File: config.mk
export PLATFORM = sky130hd
export DESIGN_NAME = wst_ram
export DESIGN_NICKNAME = d
export VERILOG_FILES = /design/src/sv/wst_ram.sv
export SDC_FILE = /design/constraint.sdc
export NUM_CORES = 1
export LEC_CHECK = 0
export ABC_CLOCK_PERIOD_IN_PS = 1680
export BUFFER_PORTS_ARGS = -buffer_cell sky130_fd_sc_hd__clkbuf_2
export CAP_MARGIN = 20
export CORE_UTILIZATION = 54
export DETAILED_ROUTE_END_ITERATION = 16
export HOLD_SLACK_MARGIN = 0.12
export PLACE_DENSITY = 0.71
export REMOVE_ABC_BUFFERS = 1
export SYNTH_ARGS = -nofsm -noshare
export SYNTH_HDL_FRONTEND = slang
export SYNTH_SLANG_ARGS = --single-unit
File: constraint.sdc
create_clock -name aclk -period 1.68 [get_ports aclk]
set_input_delay 0.336 -clock aclk [delete_from_list [all_inputs] [get_ports aclk]]
set_output_delay 0.336 -clock aclk [all_outputs]
set_load 0.02 [all_outputs]
File: src/sv/wst_ram.sv
`timescale 1ns / 1ps
// ----------------------------------------------------------------------------
// wst_ram
// Generic single-port RAM with registered read.
// ----------------------------------------------------------------------------
module wst_ram #(
    parameter int WIDTH = 8,
    parameter int DEPTH = 16
) (
    input  logic                     aclk,
    input  logic                     we,
    input  logic [$clog2(DEPTH)-1:0] addr,
    input  logic [WIDTH-1:0]         wdata,
    output logic [WIDTH-1:0]         rdata
);
    logic [WIDTH-1:0] mem [DEPTH];

    // Write or read one word
    always_ff @(posedge aclk) begin
        if (we) begin
            mem[addr] <= wdata;
        end
        rdata <= mem[addr];
    end
endmodule

* After elaboration in Yosys (flattened, before gate mapping)
Memory sizes are Yosys's and may differ from the RTL's. A register that Yosys moved wholly into a read port is not among the register bits. Index checks and enable logic that the tools add are counted.
Operators by class: mux-type cells 2
Operators by type and width (number):
- $mux 1 | 2
Storage, ports and cells: memory bits (writable) 128, flip-flop bits (word level) 0, output and inout bits 8, memories kept 1, bits of input ports 14
Memories:
- mem | depth 16, width 8, rd ports 1, clocked after Yosys merged registers in 1, write ports 1, RTL line 16 | logic [WIDTH-1:0] mem [DEPTH];

* Logic depth before layout (Yosys ltp)
word-level depth 2, gate-level depth with buffers 5, mapped depth without buffers 3

* Worst setup path before layout
Ideal clock, no wire load.
path kind input-to-reg, start point input addr[2], end point memory mem[0][0] (enable), data arrival time 1446 ps, data required time 1297 ps, path slack -149 ps, library setup time 383 ps, stages on the path 2, cell sequence or3b_2 nor3_1
RTL lines:
- start, declared | RTL line 12 | input logic [$clog2(DEPTH)-1:0] addr,
- end, declared | RTL line 16
Straight into the memory's write port.

* Worst setup path after layout
start point register rdata[7], read port of mem, end point output rdata[7]
RTL lines:
- start, declared | RTL line 14 | output logic [WIDTH-1:0] rdata
No word-level cell between the ends.

==> metrics.log <==
[metrics] run status: finished, final reports clean
[metrics] Core ar.: 8891 sq um
[metrics] Setup Buffers After CTS: 0
[metrics] worst setup path class: reg2out
[metrics] post-route worst hold slack: 0.2547 ns
[metrics] post-DR wirelength/cell: 22.67 microns
[metrics] final clock skew: 0.005022 ns
[metrics] worst min path class: in2reg
[metrics] netlist area before placement: 5067 sq um
[metrics] Starting DRT DRC Count: 115
[metrics] launch point of the worst hold path: wdata[5]
[metrics] Filler Cell Count: 547
[metrics] row cnt: 34
[metrics] worst slew margin relative to its limit: 59.02%
[metrics] min cycle time layout: 1.395 ns
[metrics] TritonCTS Buffers: 17
[metrics] number of antenna violations at the first check in global routing: 0
[metrics] Final Max Slew Viols: 0
[metrics] leading cell types in the layout, fill and taps excluded: edfxtp_1, mux4_2, buf_4, clkbuf_2
[metrics] clock root buffer: clkbuf_8
[metrics] CTS tree: built
[metrics] Yosys Warn Count: 0
[metrics] Worst Setup End Kind: primary output
[metrics] count of TritonRoute iterations in the first routing pass: 4
[metrics] buffers from clock root to sink, at most: 2
[metrics] width of the chip: 98.87 microns
[metrics] Final Power: 7.981 mW
[metrics] portion of the post-synthesis area used by sequential elements: 79.01%
[metrics] number of inserted diodes: 0
[metrics] final routed DRC violation total: 0
[metrics] Critical-path top delay cell: dfxtp_1
[metrics] launch point of the worst path: rdata[7]$_DFF_P_
[metrics] most common cell after layout, fill and taps aside: edfxtp_1
[metrics] worst IR drop on VDD: 642.7 uV
[metrics] final weighted congestion of routability-driven global placement: 0.7193
[metrics] static power due to leakage: 2.078 nW
[metrics] number of buffers inserted by hold repair at cts: 0
[metrics] proportion of layout cells with a drive suffix above 1: 37.67%
[metrics] placed wire-length estimate: 5.925 mm
[metrics] count of state elements after synthesis: 136
[metrics] per-instance average area after synthesis: 22.03 sq um
[metrics] CP Data Arrival Time: 1.06 ns
[metrics] vias in the first global route: 2587
[metrics] worst reg2reg startpoint: mem[2][2]$_DFFE_PP_
[metrics] Resized cells post-CTS: 0
[metrics] Post-Route Utilization: 68.86%
[metrics] crit path buf inv count: 1
[metrics] Post-Route WL: 9.248 mm
[metrics] boundary pin count: 22
[metrics] vias after detailed routing: 2441
[metrics] crit-path cells: clkbuf_2
[metrics] H-tree levels: 4
[metrics] slew at the pin with the worst max-slew slack: 0.6135 ns
[metrics] number of nets with antenna violations after detailed routing: 0
[metrics] pwr dens: 1304 nW/um^2
[metrics] Unique masters post-synth: 18
[metrics] required time of the critical path: 1.34 ns
[metrics] initial core utilization: 56.99%
[metrics] Die Area: 9775 sq um
[metrics] Die Y: 98.87 microns
[metrics] unrepaired setup endpoints after global routing: false
[metrics] clock edge transition at the registers on the reported setup and hold paths: 0.06 ns
[metrics] stage delay of the slowest cell on the critical path: 0.37 ns
[metrics] routed vias/inst: 5.983
[metrics] synthesized netlist cell count: 230
[metrics] final count of negative-setup-slack endpoints: 0
[metrics] grt ovf: 0
[metrics] highest attainable clock frequency: 717.0 MHz
[metrics] final-layout setup total negative slack: 0 ns
[metrics] Final period util: 83.02%
[metrics] clock latency on the worst-skew pair: 0.51 ns
[metrics] total of buffers placed on input and output ports: 21
[metrics] wire length of the first global-routing pass: 14.41 mm
[metrics] hold violation count in the final report: 0
[metrics] Worst path top cell family by delay: flip-flops
[metrics] All-Layer GR Usage: 21.21%
[metrics] highest net fanout along the worst path: 1
[metrics] layout overhead on the synthesized area: 20.81%
[metrics] startpoint class of the critical path: flip-flop
[metrics] count of nets after finishing: 301
[metrics] max-cap check violation count: 0
[metrics] maximum number of pins on one net before global-route repair: 23
[metrics] total number of clock tree sinks: 136
worst reg2reg max path, stage by stage, from the launching register on:
cell and delay [ns]:
edfxtp_1 0.38, mux4_2 0.46, a22oi_1 0.32, nand2_1 0.10
final cells by class:
class	instances	area, sq um	area share, %
well taps	108	135.1	2.207
clock inverters	15	200.2	3.270
flip-flops and latches	136	4004	65.40
clock buffers	17	414.1	6.765
repair buffers	49	365.4	5.968
multi-input cells	83	1003	16.39
state kept, by name (all words and copies together), names as in the netlist:
signal	cells
rdata	8
mem	128
cells in the mapped netlist:
cell type | instances | share of area (%)
or3b_2 | 1 | 0.17
nand3b_1 | 2 | 0.30
a22oi_1 | 16 | 2.4
nand2_1 | 9 | 0.67
clkbuf_2 | 1 | 0.099
and2_1 | 1 | 0.12
clkbuf_1 | 2 | 0.15
buf_6 | 2 | 0.44
dfxtp_1 | 8 | 3.2
nor2_1 | 13 | 0.96
buf_2 | 2 | 0.20
edfxtp_1 | 128 | 76
mux4_2 | 32 | 14
nand2b_1 | 2 | 0.25
nor2b_1 | 2 | 0.25
nand3_1 | 1 | 0.099
nor3_1 | 4 | 0.40
buf_1 | 4 | 0.30
metrics by stage:
| step | instance area, sq um | setup WS, ns | instances |
|---|---|---|---|
| 5_1_grt | 6122 | 0.2367 | 408 |
| 6_report | 6122 | 0.2853 | 408 |
| 4_1_cts | 6122 | 0.2685 | 408 |
| 3_5_place_dp | 5508 | -0.08558 | 376 |
| 2_1_floorplan | 5007 | -0.1489 | 219 |
| 3_3_place_gp | 5508 | -0.04137 | 376 |
final timing paths:
kind	depth (start not counted)	end	slack (ns)
min	1	mem[5][5]$_DFFE_PP_	0.25
min reg2reg	3	rdata[3]$_DFF_P_	0.67
max reg2reg	3	rdata[2]$_DFF_P_	0.31
max	1	rdata[7]	0.29
cell families after synthesis:
| logic type | count (synthesis) | synth area share [%] |
|---|---|---|
| DFF | 136 | 79.01 |
| muxes | 32 | 14.22 |
| buffers and inverters | 11 | 1.185 |
| and+or+nand+nor | 35 | 3.210 |
| AOI/OAI and AO/OA | 16 | 2.370 |
power breakdown:
part / total, mW / internal (mW) / leakage [nW] / switching [mW]
logic: 0.394 / 0.169 / 0.561 / 0.225
clock network: 3.77 / 2.41 / 0.293 / 1.36
registers: 3.82 / 3.79 / 1.22 / 0.0234
per-layer routing:
layer / part of all wire [%] / GRT usage (%) / wire, microns / vias up
met1: 41 / 27.30 / 3826 / 1288
met4: 1.7 / 10.56 / 154 / 0
met2: 52 / 34.59 / 4855 / 68
met5: 0 / 0 / 0 / -
li1: - / - / - / 1075
met3: 4.5 / 4.610 / 412 / 10
Power figures use the tool's default switching activity.
