### src/sv/wst_pkg.sv
`timescale 1ns / 1ps
// ----------------------------------------------------------------------------
// wst_pkg
// Shared constants and types for the working set tracker.
// ----------------------------------------------------------------------------
package wst_pkg;

    localparam int BLOCK_BYTES = 64;
    localparam int SET_COUNT   = 512;
    localparam int WAYS        = 16;

    localparam int OFF_W   = $clog2(BLOCK_BYTES);
    localparam int SET_W   = (SET_COUNT > 1) ? $clog2(SET_COUNT) : 1;
    localparam int SET_B   = $clog2(SET_COUNT);
    localparam int TAG_W   = 32 - OFF_W - SET_B;
    localparam int WAY_W   = (WAYS > 1) ? $clog2(WAYS) : 1;
    localparam int OCC_W   = $clog2(WAYS + 1);
    localparam int ENT_W   = SET_W + WAY_W;
    localparam int ENTRIES = SET_COUNT * (2 ** WAY_W);

    localparam logic [1:0] OP_READ  = 2'd0;
    localparam logic [1:0] OP_WRITE = 2'd1;
    localparam logic [1:0] OP_INSTR = 2'd2;
    localparam logic [1:0] OP_LOOP  = 2'd3;

    localparam logic [1:0] MODE_BEST  = 2'd0;
    localparam logic [1:0] MODE_WORST = 2'd1;

    localparam logic [31:0] MAX32 = 32'hFFFF_FFFF;

    // Request from the sequencer to the compare unit
    typedef struct packed {
        logic             start;
        logic [TAG_W-1:0] tag;
        logic [OCC_W-1:0] occ;
    } wst_scan_req_t;

    // Result of a way scan
    typedef struct packed {
        logic             done;
        logic             found;
        logic [WAY_W-1:0] way;
    } wst_scan_rsp_t;

endpackage

### src/sv/wst_scan.sv
`timescale 1ns / 1ps
// ----------------------------------------------------------------------------
// wst_scan
// Way scanner: walks the ways of one set through the tag RAM, one per cycle.
// ----------------------------------------------------------------------------
module wst_scan (
    input  logic                         aclk,
    input  logic                         aresetn,
    input  wst_pkg::wst_scan_req_t       req,
    input  logic [wst_pkg::TAG_W-1:0]    tag_rdata,
    output logic [wst_pkg::WAY_W-1:0]    rd_way,
    output wst_pkg::wst_scan_rsp_t       rsp
);
    import wst_pkg::*;

    logic             busy_reg, busy_next;
    logic             chk_reg, chk_next;
    logic [OCC_W-1:0] idx_reg, idx_next;
    logic [TAG_W-1:0] tag_reg, tag_next;
    logic [OCC_W-1:0] occ_reg, occ_next;
    logic             hit;

    assign hit    = chk_reg && (tag_rdata == tag_reg);
    assign rd_way = idx_reg[WAY_W-1:0];

    // Issue one read per cycle, compare the previous one
    always_comb begin
        busy_next = busy_reg;
        chk_next  = 1'b0;
        idx_next  = idx_reg;
        tag_next  = tag_reg;
        occ_next  = occ_reg;
        rsp       = '0;
        if (req.start) begin
            busy_next = 1'b1;
            idx_next  = '0;
            tag_next  = req.tag;
            occ_next  = req.occ;
        end else if (busy_reg) begin
            if (hit) begin
                busy_next = 1'b0;
                rsp.done  = 1'b1;
                rsp.found = 1'b1;
                rsp.way   = WAY_W'(idx_reg - OCC_W'(1));
            end else if (idx_reg >= occ_reg) begin
                busy_next = 1'b0;
                rsp.done  = 1'b1;
            end else begin
                chk_next = 1'b1;
                idx_next = idx_reg + OCC_W'(1);
            end
        end
    end

    // Hold scan state
    always_ff @(posedge aclk) begin
        if (!aresetn) begin
            busy_reg <= 1'b0;
            chk_reg  <= 1'b0;
            idx_reg  <= '0;
        end else begin
            busy_reg <= busy_next;
            chk_reg  <= chk_next;
            idx_reg  <= idx_next;
        end
        tag_reg <= tag_next;
        occ_reg <= occ_next;
    end

`ifndef SYNTHESIS
    a_done_idle: assert property (@(posedge aclk) disable iff (!aresetn)
        rsp.done |=> !busy_reg) else $error("scan still busy after done");
    a_found_chk: assert property (@(posedge aclk) disable iff (!aresetn)
        rsp.found |-> chk_reg) else $error("hit without a compare");
    a_idx_bound: assert property (@(posedge aclk) disable iff (!aresetn)
        busy_reg |-> idx_reg <= occ_reg) else $error("scan index past occupancy");
`endif
endmodule

### config.mk
export PLATFORM = sky130hd
export DESIGN_NAME = wst_scan
export DESIGN_NICKNAME = d
export VERILOG_FILES = /design/src/sv/wst_pkg.sv /design/src/sv/wst_scan.sv
export SDC_FILE = /design/constraint.sdc
export NUM_CORES = 1
export LEC_CHECK = 0
export ABC_AREA = 0
export CAP_MARGIN = 5
export CORE_UTILIZATION = 55
export DETAILED_ROUTE_END_ITERATION = 8
export DONT_BUFFER_PORTS = 1
export GPL_TIMING_DRIVEN = 0
export PLACE_DENSITY = 0.74
export SYNTH_ARGS = -nofsm -noshare
export SYNTH_HDL_FRONTEND = slang
export SYNTH_SLANG_ARGS = --single-unit
export TNS_END_PERCENT = 10
### constraint.sdc
create_clock -name aclk -period 2.1 [get_ports aclk]
set_clock_uncertainty 0.2 [all_clocks]
set_input_delay 0.105 -clock aclk [delete_from_list [all_inputs] [get_ports aclk]]
set_output_delay 0.105 -clock aclk [all_outputs]
set_load 0.05 [all_outputs]
; Word level (Yosys, flattened, before mapping)
; Cells that the tools add are included.
[classes]
addsub = 2
multipliers = 0
div = 0
magnitude_cmp = 1
n_eq_ne = 1
shift = 0
n_mux = 9
n_bitwise = 3
n_reduce_logical = 3
[op_table]
columns = op, count
row1 = $eq 17x17->1, 1
row2 = $mux 6, 2
row3 = $mux 1, 6
row4 = $add 5x1->5 const B, 1
row5 = $ge 5x5->1, 1
row6 = $mux 5, 1
row7 = $sub 4x1->4 const B, 1
row8 = $not 1->1, 3
row9 = $reduce_and 3->1, 1
row10 = $reduce_or 2->1, 1
row11 = $logic_and 1x1->1, 1
[totals]
ff_bits = 29
latchBits = 0
ram_bits = 0
mem_bits_ro = 0
in_bits = 42
out_inout_bits = 10
word_cells = 24
mem_count = 0

; Longest topological paths before layout
; Gate-level depths: netlist of the first run.
[depth]
depth_word = 5
mapped_depth = 8
ltp_nobuf = 8

; Worst setup path before layout of the first run
; OpenSTA, ideal clock, no wires.
[synth_timing]
path_kind = register -> output
startpoint = register tag_reg[6]
endpoint = output port rsp[2] (netlist bit)
arrival_ns = 2.788
required_ns = 1.795
setup_slack_ns = -0.993
stages_incl_launch_ff = 6
n_path_buf = 0
path_cell_list = edfxtp_1 > xnor2_1 > nand4_1 > nor3_1 > nand2_1 > nor4_1
[synth_lines]
columns = item, line_no
row1 = "start, declared", wst_scan.sv:19  ; logic [TAG_W-1:0] tag_reg, tag_next;
row2 = "start signal, assigned", wst_scan.sv:66  ; tag_reg <= tag_next;
row3 = "end, declared", wst_scan.sv:12  ; output wst_pkg::wst_scan_rsp_t rsp

==> metrics, run 1 <==
max cap viols=0; Hold WC Path Type=in -> reg; I/O pins=52; layout cell share with drive strength beyond 1=21.38%; Root Buffer=clkbuf_4; GR Util met2=39.03%; maximum buffer depth of the clock tree=2; Post-Synthesis Cell Area=1398 µm²; final slew viol count=0; port buffer count=0; DR pass1 iterations=4; vias in the first global route=969; Final HPWL DP=1662 µm; RSZ-0062 raised after global routing=true; minimum clock period after layout=2387 ps; CORE AREA=2297 µm²; most common cell after layout, fill and taps aside=dlygate4sd3_1; antenna-violating nets left=0; Rel. slew slack=38.45%; syn_area_per_cell=12.59 µm²; Seq pwr share=59.3%; largest net degree at the start of global routing=23; area grow syn2layout=35.81%; leading area contributor after synthesis=edfxtp_1; Final nets=193; GRT busiest layer=met2; Yosys reg bits=29; Crit. End Element=primary output; critical path class=reg -> out; run status=complete, but fails checks; sequential area share after synthesis=57.30%; Ys Warns=0; post-layout power=0.001138 W; DIE AREA=2747 µm²; worst path cell trace=xor2_1 -> nor4_1 -> and3_4 -> nand2_8 -> nor4_4; total gr overflow=0; largest stage delay on the critical path=550 ps; Final period util=113.7%; Via density=5.578; first-pass GRT wire length=4374 µm; routed length per instance=15.77 µm; Clock Power Share=27.4%; M3 GR Usage=10.14%; Worst setup SP type=register; H-tree depth=2; met1 GRT Util=26.49%; worst vdd ir=0.0007129 V; Area contributors post-synth=edfxtp_1, dfxtp_1, xnor2_1; std cell rows=17; Yosys top cell area share=47.27%; Crit-path slowest cell=nor4_4; dpl ws=-266.5 ps; Sink Count=29; Crit path buffers/inverters=0; Net Sw Frac=24.44%; Final Hold Fails=0; routed vias=965; Final WS setup=-286.9 ps; gpl congestion=0.7822; delay-heaviest family, CP=simple AND/OR/NAND/NOR gates; commonest non-fill, non-tap cells in the layout=dlygate4sd3_1, edfxtp_1, xnor2_1; crit-path max FO=5; Leakage=0.7133 nW; max reg flops=17; power per cell area=599.8 nW/µm²; P_sw=0.0002782 W; FMAX=419.0 MHz; Antenna diodes=0; Clk Latency, worst-skew pair=320 ps; Gate Count Post-Synth=111; CTS tree=built; Final Setup Violations=9; Comb pwr share=13.3%; initial core utilization=60.84%; DRC=0; number of antenna violations at the first check in global routing=0; Inserted Clock Buffers=5; initial DRC count=5; Synth cell types=29; clock slew at reported path FFs=90 ps; data arrival time of the worst path=2080 ps; Slew @ Worst Pin=920.3 ps; Die Span X=52.41 µm; Internal=0.0008602 W; Total GRT Usage=24.04%; failing checks=setup timing; Die Span Y=52.41 µm; final wirelength=2728 µm; Syn Nets=160; Critical Path RT=1790 ps
worst reg2reg max path, delay by kind of cell (launching register included):
kind | cells | cell delay [ps]
adders and majority gates | 1 | 190
buffers and inverters | 1 | 80
DFF | 1 | 400
AOI/OAI and AO/OA | 6 | 1280
synthesized netlist by cell type:
master / instances
and2_2: 1
xnor2_1: 16
dfxtp_1: 7
o31ai_1: 1
a21o_1: 3
edfxtp_1: 22
a41o_1: 1
clkbuf_1: 1
nand3_1: 1
a31o_1: 1
xor2_1: 4
inv_1: 9
a211oi_4: 1
nor2_1: 3
a21oi_2: 1
and4_1: 1
and3_1: 2
buf_4: 4
a21oi_1: 3
nor4_1: 5
nor3_1: 4
nand4_1: 5
nand2b_1: 1
nor2b_1: 1
a31oi_1: 1
a211o_1: 1
o21a_1: 1
nand2_1: 3
ha_1: 7
path summary, 6_finish.rpt:
check | from | to | slack, ps | cells past startpoint
setup / recovery | tag_reg[16] | rsp[0] | -290 | 5
hold / removal | req[18] | tag_reg[13] | 200 | 1
setup reg to reg | occ_reg[2] | idx_reg[3] | -140 | 8
hold reg to reg | busy_reg | idx_reg[1] | 340 | 2
power groups by stage:
| stage | registers (W) | logic (W) | clock network [W] |
|---|---|---|---|
| detailed placement | 0.000690 | 0.0000999 | 0 |
| global route | 0.000680 | 0.000164 | 0.000354 |
| floorplan | 0.000686 | 0.0000883 | 0 |
| global placement | 0.000688 | 0.0000966 | 0 |
| finish | 0.000675 | 0.000151 | 0.000312 |
| CTS | 0.000676 | 0.000145 | 0.000331 |
cells by family after synthesis:
logic type	Yosys count	synth area share (%)
adders and majority gates	7	6.266
and+or+nand+nor	27	10.83
DFF	29	57.30
xor gates and xnor gates	20	12.53
AOI/OAI and AO/OA	14	8.237
buffers and inverters	14	4.834
per-layer routing:
layer | vias to the layer above | share of wire, %
li1 | 469 | -
met1 | 447 | 39
met2 | 42 | 50
met3 | 7 | 7.8
met4 | 0 | 2.3
met5 | - | 0
metrics by stage:
| step | TNS [ps] | instance area, µm² | hold WS, ps | std cells | util, % |
|---|---|---|---|---|---|
| final | -1820 | 1898 | 200.5 | 173 | 82.63 |
| after CTS | -2452 | 1874 | 167.2 | 173 | 81.59 |
| after global routing | -2953 | 1898 | 187.6 | 173 | 82.63 |
| after global placement | -941.1 | 1530 | 3.915 | 139 | 66.61 |
| after floorplan | -147.7 | 1495 | 3.869 | 111 | - |
| after detailed placement | -1159 | 1530 | 3.911 | 139 | 66.61 |
repair_timing:
item / in CTS / in global routing
endpoints found under the setup margin: 13 / 13
setup buffers: 2 / 0
pin swaps: 8 / 6
hold endpoints to repair: 50 / 0
hold buffers: 24 / 0
resized for setup: 7 / 4
area by class of cell:
class	instances	area (µm²)
Clock buffer	5	37.54
Clock inverter	3	17.52
Sequential cell	29	808.3
Timing Repair Buffer	26	259.0
Inverter	9	33.78
Fill cell	130	399.1
Tap cell	28	35.03
Buffer	5	33.78
Multi-Input combinational cell	68	673.1
No activity file was read; power rests on OpenSTA's default activity.
==> inputs of run 2 (changes only) <==
CORE_UTILIZATION = 60   (was 55)
HOLD_SLACK_MARGIN = 0.15   (was unset)
PLACE_DENSITY = 0.77   (was 0.74)
clock period = 2.4 ns   (was 2.1 ns; I/O delays follow)
==> run 2 against run 1 <==
Net effect:
- the flow still finishes with violations (setup timing)
- register-to-register slack improved by 250 ps
- non-clock buffer count grew 3
- first-iteration DRC count increased to 2.6 times the previous value
- power down 14%
- global-route usage grew 1.8 points
- critical path type unchanged
- largest cell class unchanged
==> metrics, run 2 (synthesis results as in run 1) <==
Total GRT Usage=25.84%; filler cell count=113; vias in the first global route=1049; Final period util=104.4%; critical path class=reg -> out; Comb pwr share=13.2%; final slew viol count=0; maximum buffer depth of the clock tree=2; hold path cells=2; data arrival time of the worst path=2190 ps; Sink Count=29; CTS tree=built; Final WS setup=-105.4 ps; Seq pwr share=60.7%; Via density=5.577; largest net degree at the start of global routing=23; R2R cell count=7; final wirelength=2808 µm; minimum clock period after layout=2505 ps; Worst setup SP type=register; max reg flops=17; Clk Latency, worst-skew pair=320 ps; max cap viols=0; post-layout power=0.0009766 W; Clock Power Share=26.1%; dpl ws=-487.2 ps; initial DRC count=13; Inserted Clock Buffers=5; commonest non-fill, non-tap cells in the layout=dlygate4sd3_1, edfxtp_1, xnor2_1; H-tree depth=2; Final Setup Violations=5; first-pass GRT wire length=4485 µm; Final Hold Fails=0; Root Buffer=clkbuf_4; FMAX=399.1 MHz; RSZ-0062 raised after global routing=true; Leakage=0.7421 nW; area grow syn2layout=33.75%; DIE AREA=2527 µm²; Reg2Reg Setup Slack=110 ps; port buffer count=0; Die Span X=50.27 µm; min-delay src=req[22]; number of antenna violations at the first check in global routing=0; Final nets=196; gpl congestion=0.7867; hold slack=211.4 ps; crit-path max FO=4; Die Span Y=50.27 µm; run status=complete, but fails checks; antenna-violating nets left=0; DR pass1 iterations=5; total gr overflow=0; Internal=0.0007496 W; worst vdd ir=0.0006097 V; Antenna diodes=0; CORE AREA=2212 µm²; Crit. End Element=primary output; RR Endpoint=idx_reg[3]; DRC=0; Hold WC Path Type=in -> reg; Final HPWL DP=1627 µm; Slew @ Worst Pin=962.4 ps; Final Cell Area=1869 µm²; layout cell share with drive strength beyond 1=18.37%; I/O pins=52; Placed Area=1470 µm²; initial core utilization=63.18%; failing checks=setup timing; Reg2Reg Launch Point=idx_reg[2]; Critical Path RT=2080 ps; Net Sw Frac=23.24%; most common cell after layout, fill and taps aside=dlygate4sd3_1; final core occ=84.50%; power per cell area=522.4 nW/µm²; routed length per instance=16.05 µm; Worst Hold End=busy_reg; Rel. slew slack=35.63%; clock slew at reported path FFs=80 ps; P_sw=0.0002270 W; routed vias=976; std cell rows=17
[run 2: changes by cell type in the layout (fill, tap and decap cells not counted), moves of 2 or more]
cell / change
dfxtp_2: +2
dfxtp_4: -2
clkinv_2: -2
buf_4: +3
[run 2: layout make-up]
class | count | area, µm² | share of cell area [%]
repair buffers | 29 | 290.3 | 15.53
multi-input cells | 68 | 628.1 | 33.60
flip-flops and latches | 29 | 803.3 | 42.97
inverters | 9 | 33.78 | 1.807
plain buffers | 5 | 33.78 | 1.807
clock inverters | 1 | 3.754 | 0.2008
well taps | 28 | 35.03 | 1.874
clock buffers | 6 | 41.29 | 2.209
[run 2: metal layers]
| metal | up-vias | wire (µm) | GRT usage (%) |
|---|---|---|---|
| met2 | 50 | 1502 | 44.44 |
| met4 | 0 | 104 | 20.48 |
| li1 | 469 | - | - |
| met1 | 447 | 990 | 25.77 |
| met3 | 10 | 210 | 7.273 |
| met5 | - | 0 | 0 |
[run 2: repair_timing]
action,4_1_cts,5_1_grt
endpoints found under the setup margin,7,7
buffers inserted,4,0
endpoints found under the hold margin,51,0
hold buffers,24,0
pin swaps,7,3
resized for setup,13,0
[run 2: power by group through the flow]
stage | Sequential, W | Clock, W | Combinational (W)
global route | 0.000597 | 0.000290 | 0.000141
detailed placement | 0.000604 | 0 | 0.0000782
finish | 0.000593 | 0.000255 | 0.000129
floorplan | 0.000600 | 0 | 0.0000691
CTS | 0.000592 | 0.000260 | 0.000125
global placement | 0.000602 | 0 | 0.0000761
[run 2: worst max-delay path by stage]
stage | from | to | slack, ps | cells past startpoint
after floorplan | tag_reg[6] | rsp[2] | -210 | 5
after global placement | tag_reg[6] | rsp[3] | -400 | 5
after detailed placement | tag_reg[13] | rsp[2] | -490 | 5
after CTS | tag_reg[0] | rsp[0] | -70 | 6
after global routing | tag_reg[16] | rsp[2] | -220 | 6
final | tag_reg[16] | rsp[2] | -110 | 6
[run 2: through the flow]
step           setup TNS, ps  instances
3_3_place_gp           -1955        139
2_1_floorplan         -919.8        111
5_1_grt                -1067        175
3_5_place_dp           -2006        140
6_report              -449.0        175
4_1_cts               -337.0        175
[run 2: critical path: stages (launching register included)]
cell and delay, ps:
edfxtp_1 390, xor2_1 160, nor4_1 280, and3_2 270, nand2_4 80, buf_12 150, nor4_4 540
